### config.mk
export PLATFORM = sky130hd
export DESIGN_NAME = lcd_write_fifo_pacer_unit
export DESIGN_NICKNAME = d
export VERILOG_FILES = /design/src/rtl/core/lcdwf_pkg.sv /design/src/rtl/core/lcdwf_front.sv /design/src/rtl/core/lcdwf_op_queue.sv /design/src/rtl/core/lcdwf_back.sv /design/src/rtl/core/lcd_write_fifo_pacer_unit.sv
export SDC_FILE = /design/constraint.sdc
export NUM_CORES = 1
export LEC_CHECK = 0
export BUFFER_PORTS_ARGS = -buffer_cell sky130_fd_sc_hd__buf_2
export CELL_PAD_IN_SITES_DETAIL_PLACEMENT = 1
export CELL_PAD_IN_SITES_GLOBAL_PLACEMENT = 2
export CORE_AREA = 2 2 339 341
export DETAILED_ROUTE_END_ITERATION = 6
export DIE_AREA = 0 0 341 343
export MAX_ROUTING_LAYER = met4
export PLACE_DENSITY = 0.81
export REMOVE_ABC_BUFFERS = 1
export SYNTH_ARGS = -nofsm -noshare
export SYNTH_HDL_FRONTEND = slang
export SYNTH_SLANG_ARGS = --single-unit
### constraint.sdc
create_clock -name clk -period 3.85 [get_ports clk]
set_input_delay 0.77 -clock clk [delete_from_list [all_inputs] [get_ports clk]]
set_output_delay 0.77 -clock clk [all_outputs]
set_load 0.01 [all_outputs]
### src/rtl/core/lcdwf_pkg.sv
// Shared types, codes and constants for the LCD write FIFO pacer.
// No dependencies; every other file in rtl/core imports this package.
`default_nettype none

package lcdwf_pkg;

    // Default depth of the entry FIFO (one slot always stays free)
    localparam int FIFO_DEPTH_DEF = 128;

    // Depth of the op queue between front and back
    localparam int OPQ_DEPTH = 2;

    // Stream widths
    localparam int S_TDATA_W = 16;
    localparam int S_TUSER_W = 2;
    localparam int M_TDATA_W = 24;
    localparam int M_TUSER_W = 1;

    // Panel codes
    localparam logic [7:0] SET_DDRAM_ADDR = 8'h80;
    localparam logic [7:0] ROW0_OFFSET    = 8'h00;
    localparam logic [7:0] ROW1_OFFSET    = 8'h40;
    localparam logic [7:0] ROW2_OFFSET    = 8'h14;
    localparam logic [7:0] ROW3_OFFSET    = 8'h54;

    // Item kinds carried on s_tuser
    typedef enum logic [1:0] {
        KIND_TICK   = 2'd0,
        KIND_CMD    = 2'd1,
        KIND_DATA   = 2'd2,
        KIND_CURSOR = 2'd3
    } kind_t;

    // Back end sequencer states
    typedef enum logic {
        BACK_IDLE  = 1'b0,
        BACK_FETCH = 1'b1
    } back_state_t;

    // Classified op handed from front to back; entry[8] is the data mark
    typedef struct packed {
        logic       is_tick;
        logic [8:0] entry;
    } op_t;

    // One result word
    typedef struct packed {
        logic       write_valid;
        logic       register_select;
        logic [7:0] bus_byte;
        logic       dropped;
        logic [6:0] fill_level;
    } result_t;

    // DDRAM row start addresses
    function automatic logic [7:0] row_offset(input logic [1:0] row);
        logic [7:0] off;
        case (row)
            2'd0:    off = ROW0_OFFSET;
            2'd1:    off = ROW1_OFFSET;
            2'd2:    off = ROW2_OFFSET;
            2'd3:    off = ROW3_OFFSET;
            default: off = ROW0_OFFSET;
        endcase
        return off;
    endfunction

    // Set-address command for a cursor position, wrapped to 8 bits
    function automatic logic [7:0] cursor_cmd(input logic [1:0] row, input logic [4:0] column);
        return SET_DDRAM_ADDR + row_offset(row) + {3'b000, column};
    endfunction

endpackage

`default_nettype wire

### src/rtl/core/lcdwf_front.sv
// Front end: accepts input words and classifies them into queue ops.
// Depends on lcdwf_pkg.
`default_nettype none

module lcdwf_front
    import lcdwf_pkg::*;
(
    input  wire logic                 s_tvalid,
    output logic                      s_tready,
    input  wire logic [S_TDATA_W-1:0] s_tdata,  // byte_value[7:0], row[9:8], column[14:10]
    input  wire logic [S_TUSER_W-1:0] s_tuser,  // command[1:0]
    output logic                      q_push,
    output op_t                       q_op,
    input  wire logic                 q_full
);

    logic [7:0] byte_value;
    logic [1:0] row;
    logic [4:0] column;
    kind_t      kind;

    // Unpack fields
    assign byte_value = s_tdata[7:0];
    assign row        = s_tdata[9:8];
    assign column     = s_tdata[14:10];
    assign kind       = kind_t'(s_tuser);

    // Accept whenever the queue has room
    assign s_tready = !q_full;
    assign q_push   = s_tvalid && !q_full;

    // Build the entry for each kind
    always_comb
    begin
        q_op.is_tick = 1'b0;
        q_op.entry   = 9'h000;
        case (kind)
            KIND_TICK:
            begin
                q_op.is_tick = 1'b1;
            end
            KIND_CMD:
            begin
                q_op.entry = {1'b0, byte_value};
            end
            KIND_DATA:
            begin
                q_op.entry = {1'b1, byte_value};
            end
            KIND_CURSOR:
            begin
                q_op.entry = {1'b0, cursor_cmd(row, column)};
            end
            default:
            begin
                q_op.is_tick = 1'b1;
            end
        endcase
    end

endmodule

`default_nettype wire

### src/rtl/core/lcdwf_op_queue.sv
// Short op queue that decouples the front end from the back end.
// Depends on lcdwf_pkg.
`default_nettype none

module lcdwf_op_queue
    import lcdwf_pkg::*;
(
    input  wire logic clk,
    input  wire logic rst_n,
    input  wire logic push,
    input  wire op_t  push_op,
    output logic      full,
    input  wire logic pop,
    output logic      head_valid,
    output op_t       head_op
);

    localparam int PTR_W = (OPQ_DEPTH > 1) ? $clog2(OPQ_DEPTH) : 1;
    localparam int CNT_W = $clog2(OPQ_DEPTH + 1);

    op_t              slot_reg [OPQ_DEPTH];
    logic [PTR_W-1:0] wr_ptr_reg, wr_ptr_next;
    logic [PTR_W-1:0] rd_ptr_reg, rd_ptr_next;
    logic [CNT_W-1:0] count_reg, count_next;
    logic             do_push, do_pop;

    assign full       = (count_reg == CNT_W'(OPQ_DEPTH));
    assign head_valid = (count_reg != '0);
    assign head_op    = slot_reg[rd_ptr_reg];
    assign do_push    = push && !full;
    assign do_pop     = pop && head_valid;

    // Advance pointers and count
    always_comb
    begin
        wr_ptr_next = wr_ptr_reg;
        rd_ptr_next = rd_ptr_reg;
        count_next  = count_reg;
        if (do_push)
        begin
            wr_ptr_next = (wr_ptr_reg == PTR_W'(OPQ_DEPTH - 1)) ? '0 : wr_ptr_reg + 1'b1;
        end
        if (do_pop)
        begin
            rd_ptr_next = (rd_ptr_reg == PTR_W'(OPQ_DEPTH - 1)) ? '0 : rd_ptr_reg + 1'b1;
        end
        if (do_push && !do_pop)
        begin
            count_next = count_reg + 1'b1;
        end
        else if (do_pop && !do_push)
        begin
            count_next = count_reg - 1'b1;
        end
    end

    always_ff @(posedge clk or negedge rst_n)
    begin
        if (!rst_n)
        begin
            wr_ptr_reg <= '0;
            rd_ptr_reg <= '0;
            count_reg  <= '0;
        end
        else
        begin
            wr_ptr_reg <= wr_ptr_next;
            rd_ptr_reg <= rd_ptr_next;
            count_reg  <= count_next;
        end
    end

    // Store pushed op
    always_ff @(posedge clk)
    begin
        if (do_push)
        begin
            slot_reg[wr_ptr_reg] <= push_op;
        end
    end

endmodule

`default_nettype wire

### src/rtl/core/lcdwf_back.sv
// Back end: entry FIFO memory, pointers, wait counter and result register.
// Depends on lcdwf_pkg.
`default_nettype none

module lcdwf_back
    import lcdwf_pkg::*;
#(
    parameter int FIFO_DEPTH = FIFO_DEPTH_DEF
)
(
    input  wire logic       clk,
    input  wire logic       rst_n,
    input  wire logic       cfg_wr_en,
    input  wire logic [7:0] cfg_wr_data,
    input  wire logic       op_valid,
    input  wire op_t        op,
    output logic            op_pop,
    output logic            res_valid,
    input  wire logic       res_ready,
    output result_t         res
);

    localparam int PTR_W = $clog2(FIFO_DEPTH);
    localparam int CNT_W = PTR_W + 1;
    localparam int FW    = (CNT_W > 7) ? CNT_W : 7;

    logic [8:0]       mem [FIFO_DEPTH];
    logic [8:0]       rd_data_reg;
    logic             mem_we;

    back_state_t      state_reg, state_next;
    logic [PTR_W-1:0] rp_reg, rp_next;
    logic [PTR_W-1:0] wp_reg, wp_next;
    logic [7:0]       wait_reg, wait_next;
    logic [7:0]       wait_ticks_reg;
    logic             out_valid_reg, out_valid_next;
    result_t          out_reg, out_next;
    logic             out_free;
    logic             is_full;
    logic [PTR_W-1:0] wp_inc, rp_inc;

    function automatic logic [PTR_W-1:0] next_slot(input logic [PTR_W-1:0] p);
        return (p == PTR_W'(FIFO_DEPTH - 1)) ? '0 : p + 1'b1;
    endfunction

    // Entries waiting, cut to the 7-bit result field
    function automatic logic [6:0] fill_of(input logic [PTR_W-1:0] w, input logic [PTR_W-1:0] r);
        logic [CNT_W-1:0] f;
        logic [FW-1:0]    fx;
        if (w >= r)
        begin
            f = {1'b0, w} - {1'b0, r};
        end
        else
        begin
            f = {1'b0, w} + CNT_W'(FIFO_DEPTH) - {1'b0, r};
        end
        fx = FW'(f);
        return fx[6:0];
    endfunction

    assign wp_inc    = next_slot(wp_reg);
    assign rp_inc    = next_slot(rp_reg);
    assign is_full   = (wp_inc == rp_reg);
    assign out_free  = !out_valid_reg || res_ready;
    assign res_valid = out_valid_reg;
    assign res       = out_reg;

    // Next state
    always_comb
    begin
        state_next = state_reg;
        case (state_reg)
            BACK_IDLE:
            begin
                if (op_valid && out_free && op.is_tick && (wait_reg == '0)
                    && (rp_reg != wp_reg))
                begin
                    state_next = BACK_FETCH;
                end
            end
            BACK_FETCH:
            begin
                state_next = BACK_IDLE;
            end
            default:
            begin
                state_next = BACK_IDLE;
            end
        endcase
    end

    // Outputs and datapath updates
    always_comb
    begin
        op_pop         = 1'b0;
        mem_we         = 1'b0;
        rp_next        = rp_reg;
        wp_next        = wp_reg;
        wait_next      = wait_reg;
        out_valid_next = out_valid_reg && !res_ready;
        out_next       = out_reg;
        case (state_reg)
            BACK_IDLE:
            begin
                if (op_valid && out_free)
                begin
                    op_pop   = 1'b1;
                    out_next = '0;
                    if (!op.is_tick)
                    begin
                        // Push, or drop when only the spare slot is left
                        if (is_full)
                        begin
                            out_next.dropped = 1'b1;
                        end
                        else
                        begin
                            mem_we  = 1'b1;
                            wp_next = wp_inc;
                        end
                        out_next.fill_level = fill_of(wp_next, rp_reg);
                        out_valid_next      = 1'b1;
                    end
                    else if (wait_reg != '0)
                    begin
                        // Count down the pending wait
                        wait_next           = wait_reg - 1'b1;
                        out_next.fill_level = fill_of(wp_reg, rp_reg);
                        out_valid_next      = 1'b1;
                    end
                    else if (rp_reg == wp_reg)
                    begin
                        // Nothing to drain
                        out_next.fill_level = fill_of(wp_reg, rp_reg);
                        out_valid_next      = 1'b1;
                    end
                end
            end
            BACK_FETCH:
            begin
                // Drain the head entry read last cycle
                rp_next                  = rp_inc;
                out_next                 = '0;
                out_next.write_valid     = 1'b1;
                out_next.register_select = rd_data_reg[8];
                out_next.bus_byte        = rd_data_reg[7:0];
                out_next.fill_level      = fill_of(wp_reg, rp_inc);
                out_valid_next           = 1'b1;
                if (!rd_data_reg[8])
                begin
                    wait_next = wait_ticks_reg;
                end
            end
            default:
            begin
                out_valid_next = out_valid_reg && !res_ready;
            end
        endcase
    end

    // Control registers
    always_ff @(posedge clk or negedge rst_n)
    begin
        if (!rst_n)
        begin
            state_reg      <= BACK_IDLE;
            rp_reg         <= '0;
            wp_reg         <= '0;
            wait_reg       <= '0;
            wait_ticks_reg <= 8'd1;
            out_valid_reg  <= 1'b0;
        end
        else
        begin
            state_reg     <= state_next;
            rp_reg        <= rp_next;
            wp_reg        <= wp_next;
            wait_reg      <= wait_next;
            out_valid_reg <= out_valid_next;
            if (cfg_wr_en)
            begin
                wait_ticks_reg <= cfg_wr_data;
            end
        end
    end

    // Result payload
    always_ff @(posedge clk)
    begin
        out_reg <= out_next;
    end

    // Entry memory: one write port, one registered read port at the head
    always_ff @(posedge clk)
    begin
        if (mem_we)
        begin
            mem[wp_reg] <= op.entry;
        end
        rd_data_reg <= mem[rp_reg];
    end

endmodule

`default_nettype wire

### src/rtl/core/lcd_write_fifo_pacer_unit.sv
// Top level of the LCD write FIFO pacer: front end, op queue and back end.
// Depends on lcdwf_pkg, lcdwf_front, lcdwf_op_queue and lcdwf_back.
//
// Usage:
//   Input words arrive on s_tvalid/s_tready/s_tdata/s_tuser. s_tuser picks
//   the kind: tick, push command byte, push data byte, push cursor position.
//   Each accepted word yields exactly one result word on m_*: write strobe,
//   register select, bus byte, drop flag and the FIFO fill after the step.
//   cfg_wr_en/cfg_wr_data set the number of ticks skipped after a drained
//   command byte; write it only while the block is idle.
// Sequencing and throughput:
//   A push or a tick that writes nothing passes the op queue and then
//   the result register. A tick that drains an entry also passes the
//   registered read of the entry memory (BACK_FETCH state), and the
//   back end takes no new word while it is in BACK_FETCH. The back-end
//   sequencer sets the sustained rate: 1 word per cycle for pushes and
//   idle ticks while m_tready keeps the result register free.
// Reset:
//   Pointers, wait counter and queues clear; the wait setting returns to 1.
//   Entry memory contents are not cleared.
// Stalls:
//   When m_tready is low the result register holds; the 2-entry op queue
//   keeps accepting until full, then s_tready drops.
`default_nettype none

module lcd_write_fifo_pacer_unit
    import lcdwf_pkg::*;
#(
    parameter int FIFO_DEPTH = FIFO_DEPTH_DEF
)
(
    input  wire logic                 clk,
    input  wire logic                 rst_n,
    input  wire logic                 cfg_wr_en,
    input  wire logic [7:0]           cfg_wr_data,
    input  wire logic                 s_tvalid,
    output logic                      s_tready,
    input  wire logic [S_TDATA_W-1:0] s_tdata,  // byte_value[7:0], row[9:8], column[14:10]
    input  wire logic [S_TUSER_W-1:0] s_tuser,  // command[1:0]
    output logic                      m_tvalid,
    input  wire logic                 m_tready,
    output logic [M_TDATA_W-1:0]      m_tdata,  // write_valid[0], bus_byte[8:1], dropped[9],
                                                // fill_level[16:10]
    output logic [M_TUSER_W-1:0]      m_tuser   // register_select[0]
);

    logic    q_push, q_full, q_pop, q_head_valid;
    op_t     q_op, q_head_op;
    result_t res;

    lcdwf_front u_front (
        .s_tvalid (s_tvalid),
        .s_tready (s_tready),
        .s_tdata  (s_tdata),
        .s_tuser  (s_tuser),
        .q_push   (q_push),
        .q_op     (q_op),
        .q_full   (q_full)
    );

    lcdwf_op_queue u_queue (
        .clk        (clk),
        .rst_n      (rst_n),
        .push       (q_push),
        .push_op    (q_op),
        .full       (q_full),
        .pop        (q_pop),
        .head_valid (q_head_valid),
        .head_op    (q_head_op)
    );

    lcdwf_back #(
        .FIFO_DEPTH (FIFO_DEPTH)
    ) u_back (
        .clk         (clk),
        .rst_n       (rst_n),
        .cfg_wr_en   (cfg_wr_en),
        .cfg_wr_data (cfg_wr_data),
        .op_valid    (q_head_valid),
        .op          (q_head_op),
        .op_pop      (q_pop),
        .res_valid   (m_tvalid),
        .res_ready   (m_tready),
        .res         (res)
    );

    // Pack the result word
    assign m_tdata = {7'b0000000, res.fill_level, res.dropped, res.bus_byte, res.write_valid};
    assign m_tuser = res.register_select;

endmodule

`default_nettype wire

---- After elaboration in Yosys (flattened, before gate mapping) ----
Memories as Yosys holds them, arrays and structs flattened. A register that Yosys moved wholly into a read port is not among the register bits.
Cells that the tools add are included.
storage, ports and cells
  memories ................................ 2
  register bits after elaboration ......... 54
  output and inout port bits .............. 27
  RAM bits ................................ 1172
memories
  name              words  width  rd ports  clocked after Yosys merged registers in  wr ports  RTL line              text
  u_back.mem        128    9      1         1                                        1         lcdwf_back.sv:27      logic [8:0] mem [FIFO_DEPTH];
  u_queue.slot_reg  2      10     1         0                                        1         lcdwf_op_queue.sv:21  op_t slot_reg [OPQ_DEPTH];
operators by class
  equal/unequal tests ..................... 16
  reductions and logical operators ........ 24
  bitwise operators ....................... 2
  $lt $le $gt $ge ......................... 3
  muxes and demuxes ....................... 46
  add/subtract/negate cells ............... 17
operator list
  kind                   count
  $mux W7                12
  $sub A7 B7 Y7          6
  $mux W8                5
  $pmux W18 S2           1
  $pmux W8 S4            1
  $add A7 B1 Y7 const B  4
  $pmux W9 S3            1
  $ge A7 B7 Y1           3
  $mux W1                20
  $mux W18               1
  $pmux W8 S2            1
  $eq A7 B7 Y1           2
  $eq A7 B7 Y1 const B   2
  $eq A2 B2 Y1 const B   5
  $logic_and A1 B1 Y1    10
  $add A8 B5 Y8          1
  $add A8 B8 Y8 const A  1
  $logic_not A8 Y1       1
  $reduce_bool A8 Y1     1
  $sub A8 B1 Y8 const B  1
  $ne A7 B7 Y1           1
  $ne A2 B1 Y1 const B   3
  $logic_not A1 Y1       5
  $eq A2 B1 Y1 const B   2
  12 further kinds       18

---- Longest topological paths before layout ----
  depth in word-level cells ............... 13
  mapped depth ............................ 20
  gate-level depth less buffers ........... 18

---- Modules after synthesis ----
From an unflattened synthesis, not the netlist that was laid out.
second synthesis, totals
  cells, all modules ...................... 2625
  area total of the unflattened synthesis .. 49879.1 µm²
by module, submodules not included
  module                     cells an instance  area each (µm²)  times used
  lcdwf_back                 2537               48584.1          1
  lcdwf_op_queue             50                 968.4            1
  lcdwf_front                30                 270.3            1
  lcd_write_fifo_pacer_unit  8                  56.3             1

---- Least setup slack after synthesis ----
Ideal clock, no wire load.
  path kind ............................... flip-flop to flip-flop
  start ................................... reg u_back.wp_reg[1]
  end ..................................... reg u_back.out_reg (netlist bit u_back.res[6]) (data pin)
  cell stages (with the launch flop) ...... 20
  library setup time ...................... 0.269 ns
  data required time ...................... 3.581 ns
  path slack .............................. -0.157 ns
  clock period less this slack ............ 4.007 ns
  data arrival time ....................... 3.737 ns
  cells stage by stage .................... dfrtp_1 ha_1 and3_1 and3_1 o31a_1 o21a_1 nand2_1 clkbuf_1 nor2_1 a21oi_1 ha_1 inv_1 fa_1 a21o_1 a21oi_1 o21bai_1 a21oi_1 xnor2_1 a221oi_1 a21oi_1
RTL lines
  what                    RTL line           text
  start, declared         lcdwf_back.sv:33   logic [PTR_W-1:0] wp_reg, wp_next;
  start signal, assigned  lcdwf_back.sv:178  wp_reg <= wp_next;
  end signal, assigned    lcdwf_back.sv:191  out_reg <= out_next;
  end, declared           lcdwf_back.sv:37   result_t out_reg, out_next;

==> out/metrics.cfg <==
[grt]
grt_pass1_wl_um=199000
antenna_found_initial=1
grt_max_degree=133
grt_overflow=0
grt_usage=0.240
grt_pass1_vias=28900

[pwr]
ir_worst_vdd_uv=447
report.power.total_uw=39800
powerDensity_nw_per_um2=686
p_leak_uw=0.0190

[setup_path]
worst-path-buf-inv=3
cp_common_cell=buf_4
worstPathCellList=ha_4, buf_4, xnor2_2, nor4bb_4, o21a_1, nand2_4, buf_4, nand2_1, xnor2_1, ha_1, buf_6, nand4_1, a31oi_2, or4_4, nand3_2, mux2i_1, a211o_1
end_kind=flop
crit_start=u_back.wp_reg[0]
startpoint_type=flop
arrival_ps=4370
rrSetupSlack_ps=-10
timing.rr.start=u_back.wp_reg[0]
cpPeakStageDelay_ps=530
r2r-end=u_back.res[5]
critPathMaxFanout=6
ff2ff_path_depth=17
path_class=reg -> reg
crit_path_top_delay_cell=or4_4
cp.required_ps=4360
cp_top_family=simple AND/OR/NAND/NOR gates

[sta]
slew_headroom=0.172
period_needed_ps=3860
max_freq_mhz=259
worst_slew_pin_slew_ps=1240
rsz0062_at_grt=true
setup_slack_ps=-14.1
period_share=1.00
final-hold-violation-count=0
maxSlewViolCount=0
finClkSkew_ps=26.3
setup_violations=1

[synthesis]
ys.flop_type=edfxtp_1
synth_edf_count=1190
synth-seq-cells=1235
synthArstFlopShare=0.0291
yosysWarnings=0
yosysSeqAreaShare=0.742
syn_inst=2631
synth.avg_cell_area_um2=18.8
syn_area_um2=49600
synthDistinctLibCells=61

[clock_tree]
ctsLongestPathBuffers=3
cts_max_level=4
cts-buffers-inserted=131
cts.clk_slew.worst_paths_ps=60
cts_tree=done
clock_latency_ps=770
clock-sinks=1235
cts_root_buffer=clkbuf_16
hold_buffers=0

[detailed_routing]
dr.max_layer_used=met4
wl_met3_um=9430
first_pass_iters=5
wl_per_cell_um=29.3
vias=27200
wl_met2_um=66300
drt_iter0_markers=2968
ant_nets=0
wirelength_um=135000
drc=0
drt-vias-per-instance=5.93
met1_length_um=54600

[placed_design]
io_buffers=49
place_hpwl_um=82500
routabilityCongestion=0.914

[finish]
multi_input_area_um2=12300
syn_to_final_growth_pct=17.1
largest_reg_flops=1152
register_area_um2=36800
finalNetCount=3029
fin_util=0.512
num-fill-cells=10300
drive_above_1_share=0.280

[die]
die_height_um=343
floorplan.rows=124
io_pins=58
die_x_um=341
core_um2=113000
die_area_um2=117000
initial_core_util=0.437

[run_status]
status=complete, but fails checks
failed_checks=negative setup slack

[min_path]
worstHoldPathType=in -> async

[flow_run]
maxCapViolCount=0

==> per-stage QoR <==
step | hold slack, ps | instances | setup slack (ps) | instance area [um2] | TNS [ps]
floorplan | 461 | 2478 | -12680 | 48900 | -
global route | 220 | 4591 | -122 | 58100 | -308
CTS | 154 | 4589 | 16.9 | 57900 | 0
global placement | 480 | 4344 | -93.7 | 53500 | -256
detailed placement | 493 | 4344 | -224 | 53500 | -622
finish | 144 | 4591 | -14.1 | 58100 | -14.1
==> metal layers <==
| layer | track usage | vias to the layer above |
|---|---|---|
| li1 | - | 11400 |
| met1 | 0.314 | 14500 |
| met2 | 0.382 | 1083 |
| met3 | 0.0431 | 239 |
| met4 | 0.0798 | 0 |
| met5 | - | - |
==> synthesized netlist by cell type (14+ instances only) <==
| library cell | n | share of area |
|---|---|---|
| edfxtp_1 | 1190 | 0.72 |
| mux4_2 | 237 | 0.11 |
| mux2i_1 | 172 | 0.035 |
| nand2_1 | 128 | 0.0097 |
| nor3_1 | 126 | 0.013 |
| a21oi_1 | 87 | 0.0088 |
| nor2_1 | 86 | 0.0065 |
| clkbuf_1 | 69 | 0.0052 |
| buf_2 | 51 | 0.0051 |
| o21ai_0 | 41 | 0.0041 |
| a221oi_1 | 39 | 0.0069 |
| dfrtp_1 | 35 | 0.018 |
| a22oi_1 | 33 | 0.0050 |
| mux2_2 | 28 | 0.0064 |
| ha_1 | 27 | 0.0068 |
| xnor2_1 | 26 | 0.0046 |
| buf_1 | 22 | 0.0017 |
| inv_1 | 19 | 0.0014 |
| nand3_1 | 19 | 0.0019 |
| buf_4 | 16 | 0.0024 |
| a22o_1 | 14 | 0.0025 |
| nor2b_1 | 14 | 0.0018 |
==> cell type report <==
type                       instances  share of cell area
antenna                            1           0.0000431
inverter                          20             0.00134
clock buffer                     162              0.0591
tap                             1512              0.0326
timing repair buffer             357              0.0469
multi-input combinational       1223               0.211
clock inverter                    81              0.0146
sequential                      1235               0.634
==> timing repair <==
action | in CTS | in global routing
endpoints found under the setup margin | 4 | 8
gates resized for setup | 14 | 35
buffers inserted | 2 | 1
pin swaps | 5 | 10
==> where the power goes <==
part | internal (uW) | total (uW) | switching [uW]
Combinational | 3810 | 10200 | 6410
Sequential | 16800 | 17100 | 222
Clock | 7230 | 12500 | 5310
==> placed cells by master (no fill, tap or decap), drive strengths merged, types with 14 or more instances in the layout <==
master,count
mux2,28
buf,357
nor2,86
a22oi,33
o21ai,43
a221oi,39
mux4,237
edfxtp,1190
ha,27
nor2b,14
clkinv,61
nand2,128
nor3,126
a22o,14
inv,26
clkbuf,162
nand3,20
a21oi,87
xnor2,26
dfrtp,35
mux2i,172
==> cells by family after synthesis <==
family,count (synthesis),synth area share
AO/OA/AOI/OAI,290,0.0389
multiplexers,437,0.149
XOR/XNOR,37,0.00653
AND/OR/NAND/NOR,421,0.0390
other,1,0.0000756
flip-flops,1235,0.742
buffers and inverters,179,0.0162
adder cells (fa/ha/maj),31,0.00822
==> how the worst max path moves through the flow <==
stage,end,cells after the start,slack [ps]
3_5_place_dp,u_back.res[3],17,-220
3_3_place_gp,u_back.res[3],17,-90
6_report,u_back.res[5],17,-10
4_1_cts,u_back.res[5],16,20
5_1_grt,u_back.res[5],17,-120
2_1_floorplan,u_back.mem[111][0],7,-12680
(Power assumes the default switching activity.)
